## src/hw/rtl/tssg_pkg.sv

```systemverilog
// Shared types and constants of the triangle span generator.
package tssg_pkg;

   localparam int XW    = 10;
   localparam int YW    = 6;
   localparam int CW    = 32;
   localparam int LANES = 3;
   localparam int CNTW  = $clog2(XW);

   // Lane numbering of the long, upper and lower edges.
   localparam int LANE_LONG   = 0;
   localparam int LANE_UPPER  = 1;
   localparam int LANE_LOWER  = 2;

   typedef logic [XW-1:0] x_type;
   typedef logic [YW-1:0] y_type;

   // Commands from the controller to the datapath.
   typedef struct packed {
      logic load;
      logic div_step;
      logic emit;
   } cmd_type;

   // Status from the datapath to the controller.
   typedef struct packed {
      logic flat;
      logic last_row;
   } status_type;

endpackage

```

## src/hw/rtl/triangle_scanline_span_generator_core.sv

```systemverilog
// Top level of the triangle span generator.
// One triangle word is taken at a time. It is sorted by row and loaded, then the long,
// upper and lower edge slopes are divided in parallel by restoring dividers, one
// quotient bit a cycle, after which one span word leaves per cycle while the output is
// not stalled, for every row from the top vertex down to the row above the bottom
// vertex. The next triangle is taken as soon as the last span sits in the output
// register. A triangle whose vertex rows are all equal yields no span word.
module triangle_scanline_span_generator_core #(
   parameter int SCREEN_WIDTH = 1024,
   parameter int TILE_ROWS    = 64
) (
   input  logic                  clock,
   input  logic                  reset,
   input  logic                  req_valid,
   output logic                  req_stall,
   input  logic [tssg_pkg::XW-1:0] req_a_x,
   input  logic [tssg_pkg::YW-1:0] req_a_y,
   input  logic [tssg_pkg::XW-1:0] req_b_x,
   input  logic [tssg_pkg::YW-1:0] req_b_y,
   input  logic [tssg_pkg::XW-1:0] req_c_x,
   input  logic [tssg_pkg::YW-1:0] req_c_y,
   input  logic [tssg_pkg::CW-1:0] req_color_rgba,
   output logic                  rsp_valid,
   input  logic                  rsp_stall,
   output logic [tssg_pkg::XW-1:0] rsp_span_x,
   output logic [tssg_pkg::YW-1:0] rsp_span_row,
   output logic [tssg_pkg::XW-1:0] rsp_span_width,
   output logic [tssg_pkg::CW-1:0] rsp_span_color,
   output logic                  rsp_last_span
);
   import tssg_pkg::*;

   cmd_type    cmd;
   status_type status;

   // Sequencing of load, divide and row output.
   tssg_ctrl u_ctrl (
      .clock     (clock),
      .reset     (reset),
      .req_valid (req_valid),
      .req_stall (req_stall),
      .rsp_valid (rsp_valid),
      .rsp_stall (rsp_stall),
      .cmd       (cmd),
      .status    (status)
   );

   // Arithmetic and storage.
   tssg_datapath #(
      .SCREEN_WIDTH (SCREEN_WIDTH),
      .TILE_ROWS    (TILE_ROWS)
   ) u_datapath (
      .clock      (clock),
      .cmd        (cmd),
      .status     (status),
      .a_x        (req_a_x),
      .a_y        (req_a_y),
      .b_x        (req_b_x),
      .b_y        (req_b_y),
      .c_x        (req_c_x),
      .c_y        (req_c_y),
      .color_rgba (req_color_rgba),
      .span_x     (rsp_span_x),
      .span_row   (rsp_span_row),
      .span_width (rsp_span_width),
      .span_color (rsp_span_color),
      .last_span  (rsp_last_span)
   );

endmodule

```

## src/hw/rtl/tssg_ctrl.sv

```systemverilog
// Controller state machine of the triangle span generator.
module tssg_ctrl (
   input  logic                clock,
   input  logic                reset,
   input  logic                req_valid,
   output logic                req_stall,
   output logic                rsp_valid,
   input  logic                rsp_stall,
   output tssg_pkg::cmd_type    cmd,
   input  tssg_pkg::status_type status
);
   import tssg_pkg::*;

   localparam logic [1:0] ST_IDLE   = 2'd0;
   localparam logic [1:0] ST_DIVIDE = 2'd1;
   localparam logic [1:0] ST_RUN    = 2'd2;

   logic [1:0]      state_ff, state_in;
   logic [CNTW-1:0] count_ff, count_in;
   logic            rsp_valid_ff, rsp_valid_in;
   logic            slot_free;

   assign req_stall = (state_ff != ST_IDLE);
   assign rsp_valid = rsp_valid_ff;
   assign slot_free = !rsp_valid_ff || !rsp_stall;

   // Next state and command decode.
   always_comb begin
      state_in     = state_ff;
      count_in     = count_ff;
      cmd          = '0;
      rsp_valid_in = rsp_valid_ff && rsp_stall;
      case (state_ff)
         ST_IDLE: begin
            if (req_valid) begin
               cmd.load = 1'b1;
               count_in = '0;
               state_in = ST_DIVIDE;
            end
         end
         ST_DIVIDE: begin
            cmd.div_step = 1'b1;
            count_in     = count_ff + 1'b1;
            if (count_ff == CNTW'(XW - 1)) begin
               state_in = status.flat ? ST_IDLE : ST_RUN;
            end
         end
         ST_RUN: begin
            if (slot_free) begin
               cmd.emit     = 1'b1;
               rsp_valid_in = 1'b1;
               if (status.last_row) begin
                  state_in = ST_IDLE;
               end
            end
         end
         default: begin
            state_in = ST_IDLE;
         end
      endcase
   end

   // Control registers.
   always_ff @(posedge clock) begin
      if (reset) begin
         state_ff     <= ST_IDLE;
         count_ff     <= '0;
         rsp_valid_ff <= 1'b0;
      end else begin
         state_ff     <= state_in;
         count_ff     <= count_in;
         rsp_valid_ff <= rsp_valid_in;
      end
   end

endmodule

```

## src/hw/rtl/tssg_datapath.sv

```systemverilog
// Datapath of the triangle span generator: vertex sort, edge dividers and row stepping.
module tssg_datapath #(
   parameter int SCREEN_WIDTH = 1024,
   parameter int TILE_ROWS    = 64
) (
   input  logic                  clock,
   input  tssg_pkg::cmd_type      cmd,
   output tssg_pkg::status_type   status,
   input  logic [tssg_pkg::XW-1:0] a_x,
   input  logic [tssg_pkg::YW-1:0] a_y,
   input  logic [tssg_pkg::XW-1:0] b_x,
   input  logic [tssg_pkg::YW-1:0] b_y,
   input  logic [tssg_pkg::XW-1:0] c_x,
   input  logic [tssg_pkg::YW-1:0] c_y,
   input  logic [tssg_pkg::CW-1:0] color_rgba,
   output logic [tssg_pkg::XW-1:0] span_x,
   output logic [tssg_pkg::YW-1:0] span_row,
   output logic [tssg_pkg::XW-1:0] span_width,
   output logic [tssg_pkg::CW-1:0] span_color,
   output logic                  last_span
);
   import tssg_pkg::*;

   localparam int XMAX_I = (SCREEN_WIDTH - 1 > 1023) ? 1023 : SCREEN_WIDTH - 1;
   localparam int YMAX_I = (TILE_ROWS - 1 > 63) ? 63 : TILE_ROWS - 1;
   localparam x_type X_MAX = XW'(XMAX_I);
   localparam y_type Y_MAX = YW'(YMAX_I);

   // Vertex registers, sorted by row.
   x_type top_x_ff, mid_x_ff, bot_x_ff;
   y_type top_y_ff, mid_y_ff, bot_y_ff;
   logic [CW-1:0] color_ff;

   // Per-lane divider state.
   x_type dvd_ff [LANES];
   x_type quo_ff [LANES];
   y_type rem_ff [LANES];

   // Row stepping state.
   y_type row_ff;
   logic  lower_ff;
   x_type lq_ff, sq_ff;
   y_type lr_ff, sr_ff;

   // Output word registers.
   x_type         out_x_ff, out_w_ff;
   y_type         out_row_ff;
   logic [CW-1:0] out_color_ff;
   logic          out_last_ff;

   // Clamp and sort network.
   x_type cx0, cx1, cx2, sx0, sx1, sx2, tx;
   y_type cy0, cy1, cy2, sy0, sy1, sy2, ty;
   always_comb begin
      tx  = '0;
      ty  = '0;
      cx0 = (a_x > X_MAX) ? X_MAX : a_x;
      cx1 = (b_x > X_MAX) ? X_MAX : b_x;
      cx2 = (c_x > X_MAX) ? X_MAX : c_x;
      cy0 = (a_y > Y_MAX) ? Y_MAX : a_y;
      cy1 = (b_y > Y_MAX) ? Y_MAX : b_y;
      cy2 = (c_y > Y_MAX) ? Y_MAX : c_y;
      sx0 = cx0; sy0 = cy0; sx1 = cx1; sy1 = cy1; sx2 = cx2; sy2 = cy2;
      if (sy0 > sy1) begin
         tx = sx0; ty = sy0; sx0 = sx1; sy0 = sy1; sx1 = tx; sy1 = ty;
      end
      if (sy1 > sy2) begin
         tx = sx1; ty = sy1; sx1 = sx2; sy1 = sy2; sx2 = tx; sy2 = ty;
      end
      if (sy0 > sy1) begin
         tx = sx0; ty = sy0; sx0 = sx1; sy0 = sy1; sx1 = tx; sy1 = ty;
      end
   end

   // Edge deltas from the stored vertices.
   x_type adx [LANES];
   y_type dy  [LANES];
   logic  neg [LANES];
   always_comb begin
      neg[LANE_LONG]  = bot_x_ff < top_x_ff;
      adx[LANE_LONG]  = neg[LANE_LONG] ? top_x_ff - bot_x_ff : bot_x_ff - top_x_ff;
      dy[LANE_LONG]   = bot_y_ff - top_y_ff;
      neg[LANE_UPPER] = mid_x_ff < top_x_ff;
      adx[LANE_UPPER] = neg[LANE_UPPER] ? top_x_ff - mid_x_ff : mid_x_ff - top_x_ff;
      dy[LANE_UPPER]  = mid_y_ff - top_y_ff;
      neg[LANE_LOWER] = bot_x_ff < mid_x_ff;
      adx[LANE_LOWER] = neg[LANE_LOWER] ? mid_x_ff - bot_x_ff : bot_x_ff - mid_x_ff;
      dy[LANE_LOWER]  = bot_y_ff - mid_y_ff;
   end

   // One restoring division step per lane.
   logic [YW:0] trial [LANES];
   logic        qbit  [LANES];
   y_type       rnext [LANES];
   always_comb begin
      for (int i = 0; i < LANES; i++) begin
         trial[i] = {rem_ff[i], dvd_ff[i][XW-1]};
         qbit[i]  = trial[i] >= {1'b0, dy[i]};
         rnext[i] = qbit[i] ? YW'(trial[i] - {1'b0, dy[i]}) : trial[i][YW-1:0];
      end
   end

   // Edge x values and the span of the current row.
   y_type       s_dy, s_r0;
   x_type       s_q0, s_vx;
   logic        s_neg;
   logic [XW:0] xl, xs;
   x_type       lo, wd;
   always_comb begin
      s_dy  = lower_ff ? dy[LANE_LOWER] : dy[LANE_UPPER];
      s_q0  = lower_ff ? quo_ff[LANE_LOWER] : quo_ff[LANE_UPPER];
      s_r0  = lower_ff ? rem_ff[LANE_LOWER] : rem_ff[LANE_UPPER];
      s_neg = lower_ff ? neg[LANE_LOWER] : neg[LANE_UPPER];
      s_vx  = lower_ff ? mid_x_ff : top_x_ff;
      xl = neg[LANE_LONG] ? {1'b0, top_x_ff} - {1'b0, lq_ff}
                          : {1'b0, top_x_ff} + {1'b0, lq_ff};
      xs = s_neg ? {1'b0, s_vx} - {1'b0, sq_ff} : {1'b0, s_vx} + {1'b0, sq_ff};
      if (xl[XW-1:0] < xs[XW-1:0]) begin
         lo = xl[XW-1:0];
         wd = xs[XW-1:0] - xl[XW-1:0];
      end else begin
         lo = xs[XW-1:0];
         wd = xl[XW-1:0] - xs[XW-1:0];
      end
   end

   // Accumulator steps to the next row.
   logic [YW:0] lsum, ssum;
   y_type       row_next;
   x_type       lq_in, sq_in;
   y_type       lr_in, sr_in;
   logic        lower_in;
   always_comb begin
      row_next = row_ff + 1'b1;
      lsum = {1'b0, lr_ff} + {1'b0, rem_ff[LANE_LONG]};
      if (lsum >= {1'b0, dy[LANE_LONG]}) begin
         lr_in = YW'(lsum - {1'b0, dy[LANE_LONG]});
         lq_in = lq_ff + quo_ff[LANE_LONG] + 1'b1;
      end else begin
         lr_in = lsum[YW-1:0];
         lq_in = lq_ff + quo_ff[LANE_LONG];
      end
      ssum = {1'b0, sr_ff} + {1'b0, s_r0};
      lower_in = lower_ff;
      if (row_next == mid_y_ff) begin
         sr_in    = '0;
         sq_in    = '0;
         lower_in = 1'b1;
      end else if (ssum >= {1'b0, s_dy}) begin
         sr_in = YW'(ssum - {1'b0, s_dy});
         sq_in = sq_ff + s_q0 + 1'b1;
      end else begin
         sr_in = ssum[YW-1:0];
         sq_in = sq_ff + s_q0;
      end
   end

   assign status.flat     = (top_y_ff == bot_y_ff);
   assign status.last_row = (row_ff == bot_y_ff - 1'b1);

   // Datapath registers.
   always_ff @(posedge clock) begin
      if (cmd.load) begin
         top_x_ff <= sx0; top_y_ff <= sy0;
         mid_x_ff <= sx1; mid_y_ff <= sy1;
         bot_x_ff <= sx2; bot_y_ff <= sy2;
         color_ff <= color_rgba;
         row_ff   <= sy0;
         lower_ff <= (sy0 == sy1);
         lq_ff <= '0; lr_ff <= '0; sq_ff <= '0; sr_ff <= '0;
         for (int i = 0; i < LANES; i++) begin
            rem_ff[i] <= '0;
            quo_ff[i] <= '0;
         end
         dvd_ff[LANE_LONG]  <= (sx2 < sx0) ? sx0 - sx2 : sx2 - sx0;
         dvd_ff[LANE_UPPER] <= (sx1 < sx0) ? sx0 - sx1 : sx1 - sx0;
         dvd_ff[LANE_LOWER] <= (sx2 < sx1) ? sx1 - sx2 : sx2 - sx1;
      end
      if (cmd.div_step) begin
         for (int i = 0; i < LANES; i++) begin
            rem_ff[i] <= rnext[i];
            quo_ff[i] <= {quo_ff[i][XW-2:0], qbit[i]};
            dvd_ff[i] <= {dvd_ff[i][XW-2:0], 1'b0};
         end
      end
      if (cmd.emit) begin
         out_x_ff     <= lo;
         out_w_ff     <= wd;
         out_row_ff   <= row_ff;
         out_color_ff <= color_ff;
         out_last_ff  <= status.last_row;
         row_ff   <= row_next;
         lq_ff    <= lq_in;
         lr_ff    <= lr_in;
         sq_ff    <= sq_in;
         sr_ff    <= sr_in;
         lower_ff <= lower_in;
      end
   end

   assign span_x     = out_x_ff;
   assign span_row   = out_row_ff;
   assign span_width = out_w_ff;
   assign span_color = out_color_ff;
   assign last_span  = out_last_ff;

endmodule
```

## config.mk

```make
export PLATFORM = sky130hd
export DESIGN_NAME = triangle_scanline_span_generator_core
export DESIGN_NICKNAME = d
export VERILOG_FILES = /design/src/hw/rtl/tssg_pkg.sv /design/src/hw/rtl/triangle_scanline_span_generator_core.sv /design/src/hw/rtl/tssg_ctrl.sv /design/src/hw/rtl/tssg_datapath.sv
export SDC_FILE = /design/constraint.sdc
export NUM_CORES = 1
export LEC_CHECK = 0
export BUFFER_PORTS_ARGS = -buffer_cell sky130_fd_sc_hd__clkbuf_2
export CAP_MARGIN = 0
export CORE_MARGIN = 1.5
export CORE_UTILIZATION = 39
export DETAILED_ROUTE_END_ITERATION = 8
export PLACE_DENSITY_LB_ADDON = 0.1
export SETUP_SLACK_MARGIN = 0.1
export SLEW_MARGIN = 30
export SYNTH_ARGS = -nofsm -noshare
export SYNTH_HDL_FRONTEND = slang
export SYNTH_SLANG_ARGS = --single-unit
export TNS_END_PERCENT = 100
```

## constraint.sdc

```tcl
create_clock -name clock -period 10.8 [get_ports clock]
set_input_delay 1.62 -clock clock [delete_from_list [all_inputs] [get_ports clock]]
set_output_delay 1.62 -clock clock [all_outputs]
set_load 0.02 [all_outputs]
```

* After elaboration in Yosys (flattened, before gate mapping)
Memories as Yosys holds them, arrays and structs flattened. Index checks and enable logic that the tools add are counted.
Cells by class: add/sub/neg operators 29, multiply operators 0, divide/modulo/power cells 0, magnitude comparators 21, eq/ne operators 12, shifts and indexed selects 0, mux-type cells 78, bitwise logic cells 9, reductions and logical operators 11
Operator list (number):
- two-way mux 10 bit | 30
- two-way mux 6 bit | 25
- subtractor 10 bit | 10
- < comparator 10 bit | 7
- subtractor 6 bit | 8
- adder 10 bit | 4
- greater-or-equal comparator 7 x 6 -> 1 bit | 5
- greater-than comparator 10 bit, second input constant | 3
- == test 6 bit | 4
- adder 10 x 1 -> 10 bit, second input constant | 2
- greater-than comparator 6 bit | 3
- greater-than comparator 6 bit, second input constant | 3
- two-way mux 1 bit | 15
- adder 6 x 6 -> 7 bit | 2
- two-way mux 2 bit | 5
- OR 1 bit | 9
- case mux 4 bit (2 select lines) | 1
- adder 6 x 1 -> 6 bit, second input constant | 1
- != test 2 x 1 -> 1 bit, second input constant | 3
- case mux 2 bit (3 select lines) | 1
- nonzero test 2 bit | 3
- subtractor 6 x 1 -> 6 bit, second input constant | 1
- adder 4 x 1 -> 4 bit, second input constant | 1
- == test 4 bit, second input constant | 1
- other kinds (10) | 13
Word-level totals: flip-flop bits (word level) 185, bits in latches 0, bits in writable memories 78, bits in read-only memories 0, output and inout port bits 61, word-level logic and storage cells 184, memories kept 3
Memory list:
- u_datapath.dvd_ff | depth 3, bits a word 10, read ports 3, clocked after memory_dff 0, wr ports 3, RTL line tssg_datapath.sv:35 | x_type dvd_ff [LANES];
- u_datapath.quo_ff | depth 3, bits a word 10, read ports 3, clocked after memory_dff 0, wr ports 3, RTL line tssg_datapath.sv:36 | x_type quo_ff [LANES];
- u_datapath.rem_ff | depth 3, bits a word 6, read ports 3, clocked after memory_dff 0, wr ports 3, RTL line tssg_datapath.sv:37 | y_type rem_ff [LANES];

* Depth between registers and ports, before layout
Gate-level depths: netlist of the first run.
word-level depth 11, depth in mapped cells 43

* By module
From an unflattened synthesis of the first run, not the netlist that was laid out.
Unflattened totals: cell total of the unflattened synthesis 2066, area total of the unflattened synthesis 20357.0 sq um
Modules (own cells, without submodules):
- tssg_datapath | times used 1, cells each 2026, area each 20016.7 sq um, sequential area each 7657.3 sq um
- tssg_ctrl | times used 1, cells each 40, area each 340.3 sq um, sequential area each 140.1 sq um

* Worst setup path before layout of the first run
OpenSTA, ideal clock, no wires.
kind input -> register, start input port req_b_y[4] (netlist bit), end memory u_datapath.dvd_ff[0][3] (netlist bit), data pin, library setup time 0.261 ns, arrival 10.736 ns, data required time 10.539 ns, setup slack -0.197 ns, cell stages on the path 40, cells stage by stage clkbuf_1 > inv_1 > ha_1 > nand4b_1 > nand2_1 > or3_1 > buf_2 > nand2_1 > clkbuf_1 > clkbuf_1 > buf_1 > mux2_2 > ha_1 > and4_1 > o21a_1 > o31ai_2 > clkbuf_1 > clkbuf_1 > [4 not listed] > nand4_1 > or4b_1 > buf_2 > nand3_4 > buf_4 > clkbuf_1 > clkbuf_1 > nand2_1 > o21ai_0 > ha_1 > clkbuf_1 > a22o_1 > a2111oi_4 > o211a_1 > buf_2 > mux2i_1 > nor2_1 > a221o_1
RTL lines:
- start, declared | RTL line triangle_scanline_span_generator_core.sv:19 | input logic [tssg_pkg::YW-1:0] req_b_y,
- end, declared | RTL line tssg_datapath.sv:35

==> impl_metrics.ini, run 1 <==
[run_status]
outcome = finished, final reports clean

[global_route]
grt_util_all_layers = 0.200
grt_pass1_vias = 15100
grt_pass1_wl_mm = 83.7
globalRouteOverflowTotal = 0
grt_max_degree = 64
antenna_found_initial = 0

[cells_and_area]
nets = 2471
drive_gt1_frac = 0.131
final_util = 0.452
syn_to_final_growth_pct = 13.5
antenna_cells = 0
fillCellCount = 4868

[critical_path]
end_kind = flop
path_class = in2reg
crit_path_top_delay_cell = mux2i_1
cp_max_fo = 25
crit_required_ns = 11.06
arrival_ns = 10.22
slowest_delay_ns = 0.53
cp-start-kind = input pin

[sta]
tightest_slew_ns = 0.867
finalClockSkew_ns = 0.0109
hold_viol = 0
drv_slew = 0
slew_headroom = 0.420
setup_viol = 0
fin_crit_sh = 0.922
fmaxAchievable_mhz = 100
min_period_ns = 9.96
rsz0062_at_grt = no
tns_ns = 0

[drt]
drt_wl_total_mm = 52.6
ant_nets = 0
remaining_drc_errors = 0
num_vias = 15400
drt-initial-drc-count = 844
wl_per_cell_um = 18.4
vias_per_cell = 5.39
first_pass_iters = 5

[floorplanning]
die_y_um = 230
core_area_mm2 = 0.0505
row_count = 82
ioPinCount = 145
die_w_um = 230
dieArea_mm2 = 0.0529
initial_core_util = 0.398

[pwr]
leakagePower_uw = 0.00994
power_switching_uw = 3370
p_int_uw = 4240
ir_drop_mv = 0.247
power.share.clock = 0.157
seq_power_share = 0.212
p_comb_frac = 0.632
power_uw = 7610
p_sw_frac = 0.443
p_per_area_mw_per_mm2 = 333

[synthesis]
netlist_area_mm2 = 0.0201
synth_top_cell_by_area = edfxtp_1
syn_area_per_cell_um2 = 9.94
synth_cells = 2021
synth_top_area_share = 0.383
synth-edff-count = 256
ys_ff_latch = 263
synth_flop_cell = edfxtp_1
yosys.cell_types.count = 93
synth-async-reset-ratio = 0
ys_seq_area_frac = 0.390
synth_area_leaders = edfxtp_1, ha_1, xnor2_1, a21oi_1, nor2_1
ys_warn_count = 0
synth_fp_nets = 2330

[clock_network]
cts_sinks = 263
clkLatencyLatePin_ns = 0.53
hold_buffers = 0
cts_root_buffer = clkbuf_16
clock_path_buffers = 3
cts_buffers = 34
cts_resized = 0
post_cts_buffers = 0
path_clk_slew_ns = 0.06
cts_max_level = 2
cts_tree = yes

[place]
hpwl_mm = 41.2
io_buffers = 144
routabilityCongestion = 0.910

[run]
cap_viol_max_count = 0

[worst_hold_path]
hold_path_class = reg2reg
stage by stage:
stage                     instance area [um^2]  cells  worst slack, ns  hold WS, ns
after floorplan                          20100   2021            0.170        0.400
after global placement                   21600   2797            0.599        0.400
after detailed placement                 21600   2798            0.353        0.405
after CTS                                22800   2860            0.936        0.418
after global routing                     22800   2860            0.164        0.422
final                                    22800   2860            0.840        0.416
placed cells by master (no fill, tap or decap), drive strengths merged, types with 28 or more instances in the layout:
cell and count:
nor3 34, nand3 28, inv 173, a21o 86, a21oi 165, xor2 52, nand2 128, mux2i 57
nor2 174, clkbuf 182, edfxtp 256, buf 28, o21ai 90, and2 39, mux2 32, ha 206
xnor2 99
cells in the mapped netlist, types with 6 or more instances:
cell / number
nand3_1: 27
ha_1: 206
nand2_1: 128
o21bai_1: 24
nor4_1: 8
o211ai_1: 13
nor2b_1: 18
inv_1: 171
a21oi_1: 165
and3_1: 11
a31oi_1: 18
fa_1: 19
a211oi_1: 13
o21a_1: 18
nand2b_1: 27
a2111oi_0: 6
nand4_1: 13
and2_1: 39
a21o_1: 86
mux2i_1: 57
o22a_1: 8
mux2_2: 30
xnor2_1: 99
or4_1: 6
or3_1: 6
a221o_1: 6
o21ai_0: 86
xor2_1: 52
edfxtp_1: 256
nor3_1: 31
o31ai_1: 15
nor2_1: 174
clkbuf_1: 54
dfxtp_1: 7
o31a_1: 7
o22ai_1: 9
state kept, by name, indices dropped and copies added, names as in the netlist, 18 cells and up:
| signal | count |
|---|---|
| u_datapath.dvd_ff | 30 |
| u_datapath.rem_ff | 18 |
| u_datapath.quo_ff | 30 |
| u_datapath.color_ff | 32 |
| u_datapath.span_color | 32 |
cell type report:
type                    count  area [um^2]  area share
clock buffers              38          876      0.0384
inverters                 171          644      0.0283
clock inverters            24          302      0.0132
well taps                 672          841      0.0369
flip-flops and latches    263         7830       0.343
repair buffers            172          951      0.0417
multi-input cells        1520        11400       0.498
metal layers:
metal,part of all wire,up-vias,global-route usage
li1,-,7651,-
met1,0.47,7304,0.268
met2,0.46,368,0.338
met3,0.050,79,0.0310
met4,0.020,0,0.0474
met5,0,-,0
path summary, 6_finish.rpt:
check	startpoint	to	slack [ns]	cells past startpoint
setup / recovery	req_b_y[4]	u_datapath.dvd_ff[0][29]	0.84	33
hold / removal	u_datapath.color_ff[25]	u_datapath.span_color[25]	0.42	0
setup reg to reg	u_datapath.top_x_ff[1]	u_datapath.span_width[9]	3.03	31
hold reg to reg	u_datapath.color_ff[25]	u_datapath.span_color[25]	0.42	0
logic make-up after synthesis:
kind of cell,after synthesis,share of synthesized area
AO/OA/AOI/OAI,542,0.181
buffers and inverters,238,0.0458
flip-flops,263,0.390
multiplexers,89,0.0465
XOR/XNOR,151,0.0658
AND/OR/NAND/NOR,510,0.123
adder cells (fa/ha/maj),228,0.149
power groups by stage:
stage                     sequential [uW]  clock [uW]  combinational, uW
after detailed placement             1630           0               4770
after floorplan                      1580           0               3740
final                                1610        1190               4810
after global routing                 1630        1270               5390
after CTS                            1610        1230               4800
after global placement               1630           0               4730
worst max-delay path: cells and delay by family:
family                   cells  cell delay (ns)
multiplexers                 2             0.89
AO/OA/AOI/OAI               14             3.54
buffers and inverters        7             1.10
AND/OR/NAND/NOR              6             1.62
adder cells (fa/ha/maj)      4             1.38
(Power assumes the default switching activity.)
==> run 2, diff against run 1 <==
GPL_TIMING_DRIVEN = 0   (was not set)
clock period = 8.7 ns   (was 10.8 ns; I/O delays follow)
==> run 2 against run 1 <==
  * Sequential power is 24% higher
  * Via count is 4.6% higher
  * Cell count is 4.5% higher
  * Combinational power is 45% higher
  * Critical endpoint is now u_datapath.dvd_ff[0][9]
  * Highest routed layer unchanged
  * Clock skew up 0.0058 ns
==> impl_metrics.ini, run 2 (same netlist as run 1, synthesis figures left out) <==
[floorplanning]
initial_core_util = 0.398
dieArea_mm2 = 0.0529
core_area_mm2 = 0.0505
die_y_um = 230
ioPinCount = 145
die_w_um = 230
row_count = 82

[cells_and_area]
nets = 2601
final_cells = 2990
final_cell_mix = edfxtp_1, ha_1, nor2_1, inv_1, a21oi_1
seq_area_mm2 = 0.00783
multi_input_area_mm2 = 0.0123
drive_gt1_frac = 0.215
syn_to_final_growth_pct = 24.4
fillCellCount = 4678
antenna_cells = 0
final_common_cell = edfxtp_1
final_cell_area_mm2 = 0.0250

[clock_network]
cts_root_buffer = clkbuf_16
cts_buffers = 34
cts_sinks = 263
cts_tree = yes
clock_path_buffers = 3
path_clk_slew_ns = 0.06
cts_max_level = 2
clkLatencyLatePin_ns = 0.55

[drt]
first_pass_iters = 5
drt_wl_total_mm = 59.2
num_vias = 16100
ant_nets = 0
drt-initial-drc-count = 930
remaining_drc_errors = 0
wl_per_cell_um = 19.8
vias_per_cell = 5.39

[global_route]
grt_pass1_vias = 15500
grt_pass1_wl_mm = 88.9
globalRouteOverflowTotal = 0
antenna_found_initial = 0
grt_util_all_layers = 0.217
grt_max_degree = 60

[pwr]
p_comb_frac = 0.659
power_switching_uw = 4630
p_sw_frac = 0.437
seq_power_share = 0.188
p_int_uw = 5970
ir_drop_mv = 0.297
power.share.clock = 0.153
p_per_area_mw_per_mm2 = 424
leakagePower_uw = 0.0107

[place]
io_buffers = 139
dp.cells = 2835
placed_area_mm2 = 0.0222
hpwl_mm = 44.7
routabilityCongestion = 0.901

[sta]
setup_viol = 0
finalClockSkew_ns = 0.0168
fmaxAchievable_mhz = 118
rsz0062_at_grt = no
tightest_slew_ns = 1.24
fin_crit_sh = 0.971
drv_slew = 0
min_period_ns = 8.45
slew_headroom = 0.162
hold_viol = 0

[critical_path]
arrival_ns = 8.74
critPathBufInv = 13
path_delay_family = compound AO/OA/AOI/OAI gates
end_kind = flop
cp_common_cell = ha_4
path_class = in2reg
crit_path_top_delay_cell = or4_4
crit_required_ns = 8.99
slowest_delay_ns = 0.52
cp_max_fo = 10
cp-start-kind = input pin

[run_status]
outcome = finished, final reports clean

[worst_hold_path]
hold_path_class = reg2reg

[run]
cap_viol_max_count = 0
## run 2: cell count changes in the layout (fill, tap and decap cells not counted), moves of 10 or more
cell,before,now
a21oi_1,165,148
buf_4,27,90
buf_6,0,10
clkbuf_1,3,38
ha_1,206,181
ha_4,0,21
## run 2: worst reg2reg max path, delay by kind of cell, from the launching register on
kind / cells / cell delay, ns
compound gates: 21 / 4.33
xor+xnor: 2 / 0.36
fa+ha+maj: 3 / 0.92
buf+inv: 2 / 0.32
flops: 1 / 0.41
mux: 1 / 0.36
simple gates: 2 / 0.40
## run 2: metal layers
layer | share of wire | vias up | wire length, um | global-route usage
met5 | 0 | - | 0 | 0
met3 | 0.045 | 98 | 2660 | 0.0317
met2 | 0.48 | 440 | 28400 | 0.374
li1 | - | 7889 | - | -
met1 | 0.44 | 7687 | 26100 | 0.278
met4 | 0.034 | 0 | 2010 | 0.0737
## run 2: final timing paths
kind                                                  end  slack, ns  cells past startpoint                    start
worst max-delay path              u_datapath.dvd_ff[0][9]       0.25                     40               req_a_y[4]
worst min-delay path            u_datapath.span_color[30]       0.42                      0  u_datapath.color_ff[30]
worst max register to register   u_datapath.span_width[9]       1.36                     31   u_datapath.top_x_ff[1]
worst min register to register  u_datapath.span_color[30]       0.42                      0  u_datapath.color_ff[30]
## run 2: per-stage QoR
step	hold WS [ns]	utilization	setup WS, ns	TNS (ns)	power [uW]
after floorplan	0.400	-	-0.0973	-0.976	6790
after global placement	0.400	0.438	-2.22	-46.97	8140
after detailed placement	0.405	0.440	-2.20	-46.97	8220
after CTS	0.418	0.481	0.0744	0	10300
after global routing	0.422	0.495	0.0269	0	11400
final	0.416	0.495	0.251	0	10600
## run 2: final cells by class
class | instances | area share
multi-input combinational | 1520 | 0.493
sequential | 263 | 0.313
timing repair buffer | 236 | 0.0607
clock buffer | 39 | 0.0356
tap | 672 | 0.0336
inverter | 171 | 0.0263
buffer | 66 | 0.0221
clock inverter | 23 | 0.0158
## run 2: timing repair
action                     4_1_cts  5_1_grt
pin swaps                       35       43
hold buffers                     0        0
gates resized for setup         95       72
gates cloned                     1        2
setup endpoints to repair       27       27
setup buffers                   47       44
## run 2: power by group through the flow
stage / Clock (uW) / Combinational [uW] / Sequential, uW
6_report: 1620 / 6980 / 2000
5_1_grt: 1690 / 7670 / 2020
4_1_cts: 1660 / 6610 / 2000
3_5_place_dp: 0 / 6200 / 2020
3_3_place_gp: 0 / 6110 / 2030
2_1_floorplan: 0 / 4830 / 1960
==> run 3, diff against run 2 <==
REMOVE_ABC_BUFFERS = 1   (was not set)
==> run 3 against run 2 <==
  * Setup slack improved by 0.14 ns
  * Global-route usage decreased by 2.4 points
  * Core utilization decreased by 3.1 points
  * Sequential share of layout area increased by 2.1 points
  * Critical path type unchanged
  * Largest power group unchanged
  * Power decreased by 9.1%
==> impl_metrics.ini, run 3 (same netlist as run 1, synthesis figures left out) <==
[critical_path]
worstSetupEndpoint = u_datapath.dvd_ff[0][9]
worst_r2r_path_depth = 31
crit_path_start = req_b_y[4]
end_kind = flop
crit_path_top_delay_cell = or4b_4
crit_required_ns = 8.96
cp_max_fo = 12
slowest_delay_ns = 0.56
rr_startpoint = u_datapath.top_x_ff[1]
path_class = in2reg
arrival_ns = 8.57
r2r-end = u_datapath.span_width[9]
rrSetupSlack_ns = 1.02
cp-start-kind = input pin

[sta]
slew_headroom = 0.425
drv_slew = 0
setup_viol = 0
min_period_ns = 8.31
rsz0062_at_grt = no
fin_crit_sh = 0.955
fmaxAchievable_mhz = 120
hold_viol = 0
finalClockSkew_ns = 0.0176
hold_slack_ns = 0.417
tightest_slew_ns = 0.862

[global_route]
grt_util_all_layers = 0.193
grt_max_degree = 63
grt_pass1_vias = 15200
globalRouteOverflowTotal = 0
antenna_found_initial = 3
grt_pass1_wl_mm = 81.0

[clock_network]
clkLatencyLatePin_ns = 0.54
cts_sinks = 263
cts_buffers = 34
cts_max_level = 2
path_clk_slew_ns = 0.06
cts_tree = yes
cts_root_buffer = clkbuf_16
clock_path_buffers = 3

[drt]
drt-initial-drc-count = 860
remaining_drc_errors = 0
drt_wl_total_mm = 51.8
first_pass_iters = 6
vias_per_cell = 5.39
num_vias = 15500
ant_nets = 0
wl_per_cell_um = 18.0

[place]
routabilityCongestion = 0.882
io_buffers = 144
hpwl_mm = 39.8

[run]
cap_viol_max_count = 0

[floorplanning]
row_count = 82
core_area_mm2 = 0.0505
dieArea_mm2 = 0.0529
initial_core_util = 0.398
ioPinCount = 145
die_w_um = 230
die_y_um = 230

[cells_and_area]
fillCellCount = 4788
syn_to_final_growth_pct = 16.6
drive_gt1_frac = 0.164
antenna_cells = 0
nets = 2494
final_cell_mix = edfxtp_1, ha_1, nor2_1, inv_1, a21oi_1
final_common_cell = edfxtp_1
final_util = 0.464

[pwr]
leakagePower_uw = 0.0101
p_per_area_mw_per_mm2 = 411
ir_drop_mv = 0.239

[worst_hold_path]
hold_path_class = reg2reg

[run_status]
outcome = finished, final reports clean
==> run 3: final cells by class <==
cell class	instances	area, um^2	area share
clock buffer	40	873	0.0373
sequential	263	7830	0.334
clock inverter	20	244	0.0104
tap	672	841	0.0359
multi-input combinational	1523	11700	0.501
timing repair buffer	192	1250	0.0535
inverter	171	654	0.0279
==> run 3: per-stage QoR <==
stage | power, uW | instance area, um^2 | TNS (ns) | worst slack (ns) | instances
floorplan | 6540 | 19800 | -50.57 | -1.96 | 1954
global placement | 7790 | 21400 | -245.64 | -5.86 | 2770
detailed placement | 7920 | 21700 | -76.87 | -2.83 | 2784
CTS | 9520 | 23100 | 0 | 0.146 | 2863
global route | 10500 | 23400 | 0 | 0.0913 | 2881
finish | 9630 | 23400 | 0 | 0.392 | 2881
==> run 3: critical path: cells and delay by family <==
kind / cells / cell delay (ns)
and+or+nand+nor: 12 / 2.76
AOI/OAI and AO/OA: 9 / 1.94
adders and majority gates: 4 / 1.36
buffers and inverters: 6 / 0.84
muxes: 1 / 0.36
==> run 3: report_power, final <==
| part | internal, uW | switching, uW | leakage (uW) |
|---|---|---|---|
| Clock | 870 | 557 | 0.000543 |
| Sequential | 1850 | 136 | 0.00253 |
| Combinational | 2650 | 3570 | 0.00704 |
==> run 3: timing repair <==
item,4_1_cts,5_1_grt
setup endpoints to repair,33,27
resized for setup,37,42
pin swaps,12,18
hold buffers,0,0
cloned,2,2
buffers inserted,17,16
==> run 3: worst min path at each step <==
stage / cells after the start / to / slack (ns) / from
6_report: 0 / u_datapath.span_color[25] / 0.42 / u_datapath.color_ff[25]
5_1_grt: 0 / u_datapath.span_color[15] / 0.42 / u_datapath.color_ff[15]
4_1_cts: 0 / u_datapath.span_color[11] / 0.42 / u_datapath.color_ff[11]
3_5_place_dp: 0 / u_datapath.span_color[11] / 0.40 / u_datapath.color_ff[11]
3_3_place_gp: 0 / u_datapath.span_color[6] / 0.40 / u_datapath.color_ff[6]
2_1_floorplan: 0 / u_datapath.span_color[0] / 0.40 / u_datapath.color_ff[0]
==> run 3: routing by layer <==
metal	global-route usage	vias to the layer above	wire, um
met4	0.0676	0	1560
met1	0.256	7378	24100
li1	-	7702	-
met3	0.0353	88	2620
met5	0	-	0
met2	0.314	349	23400
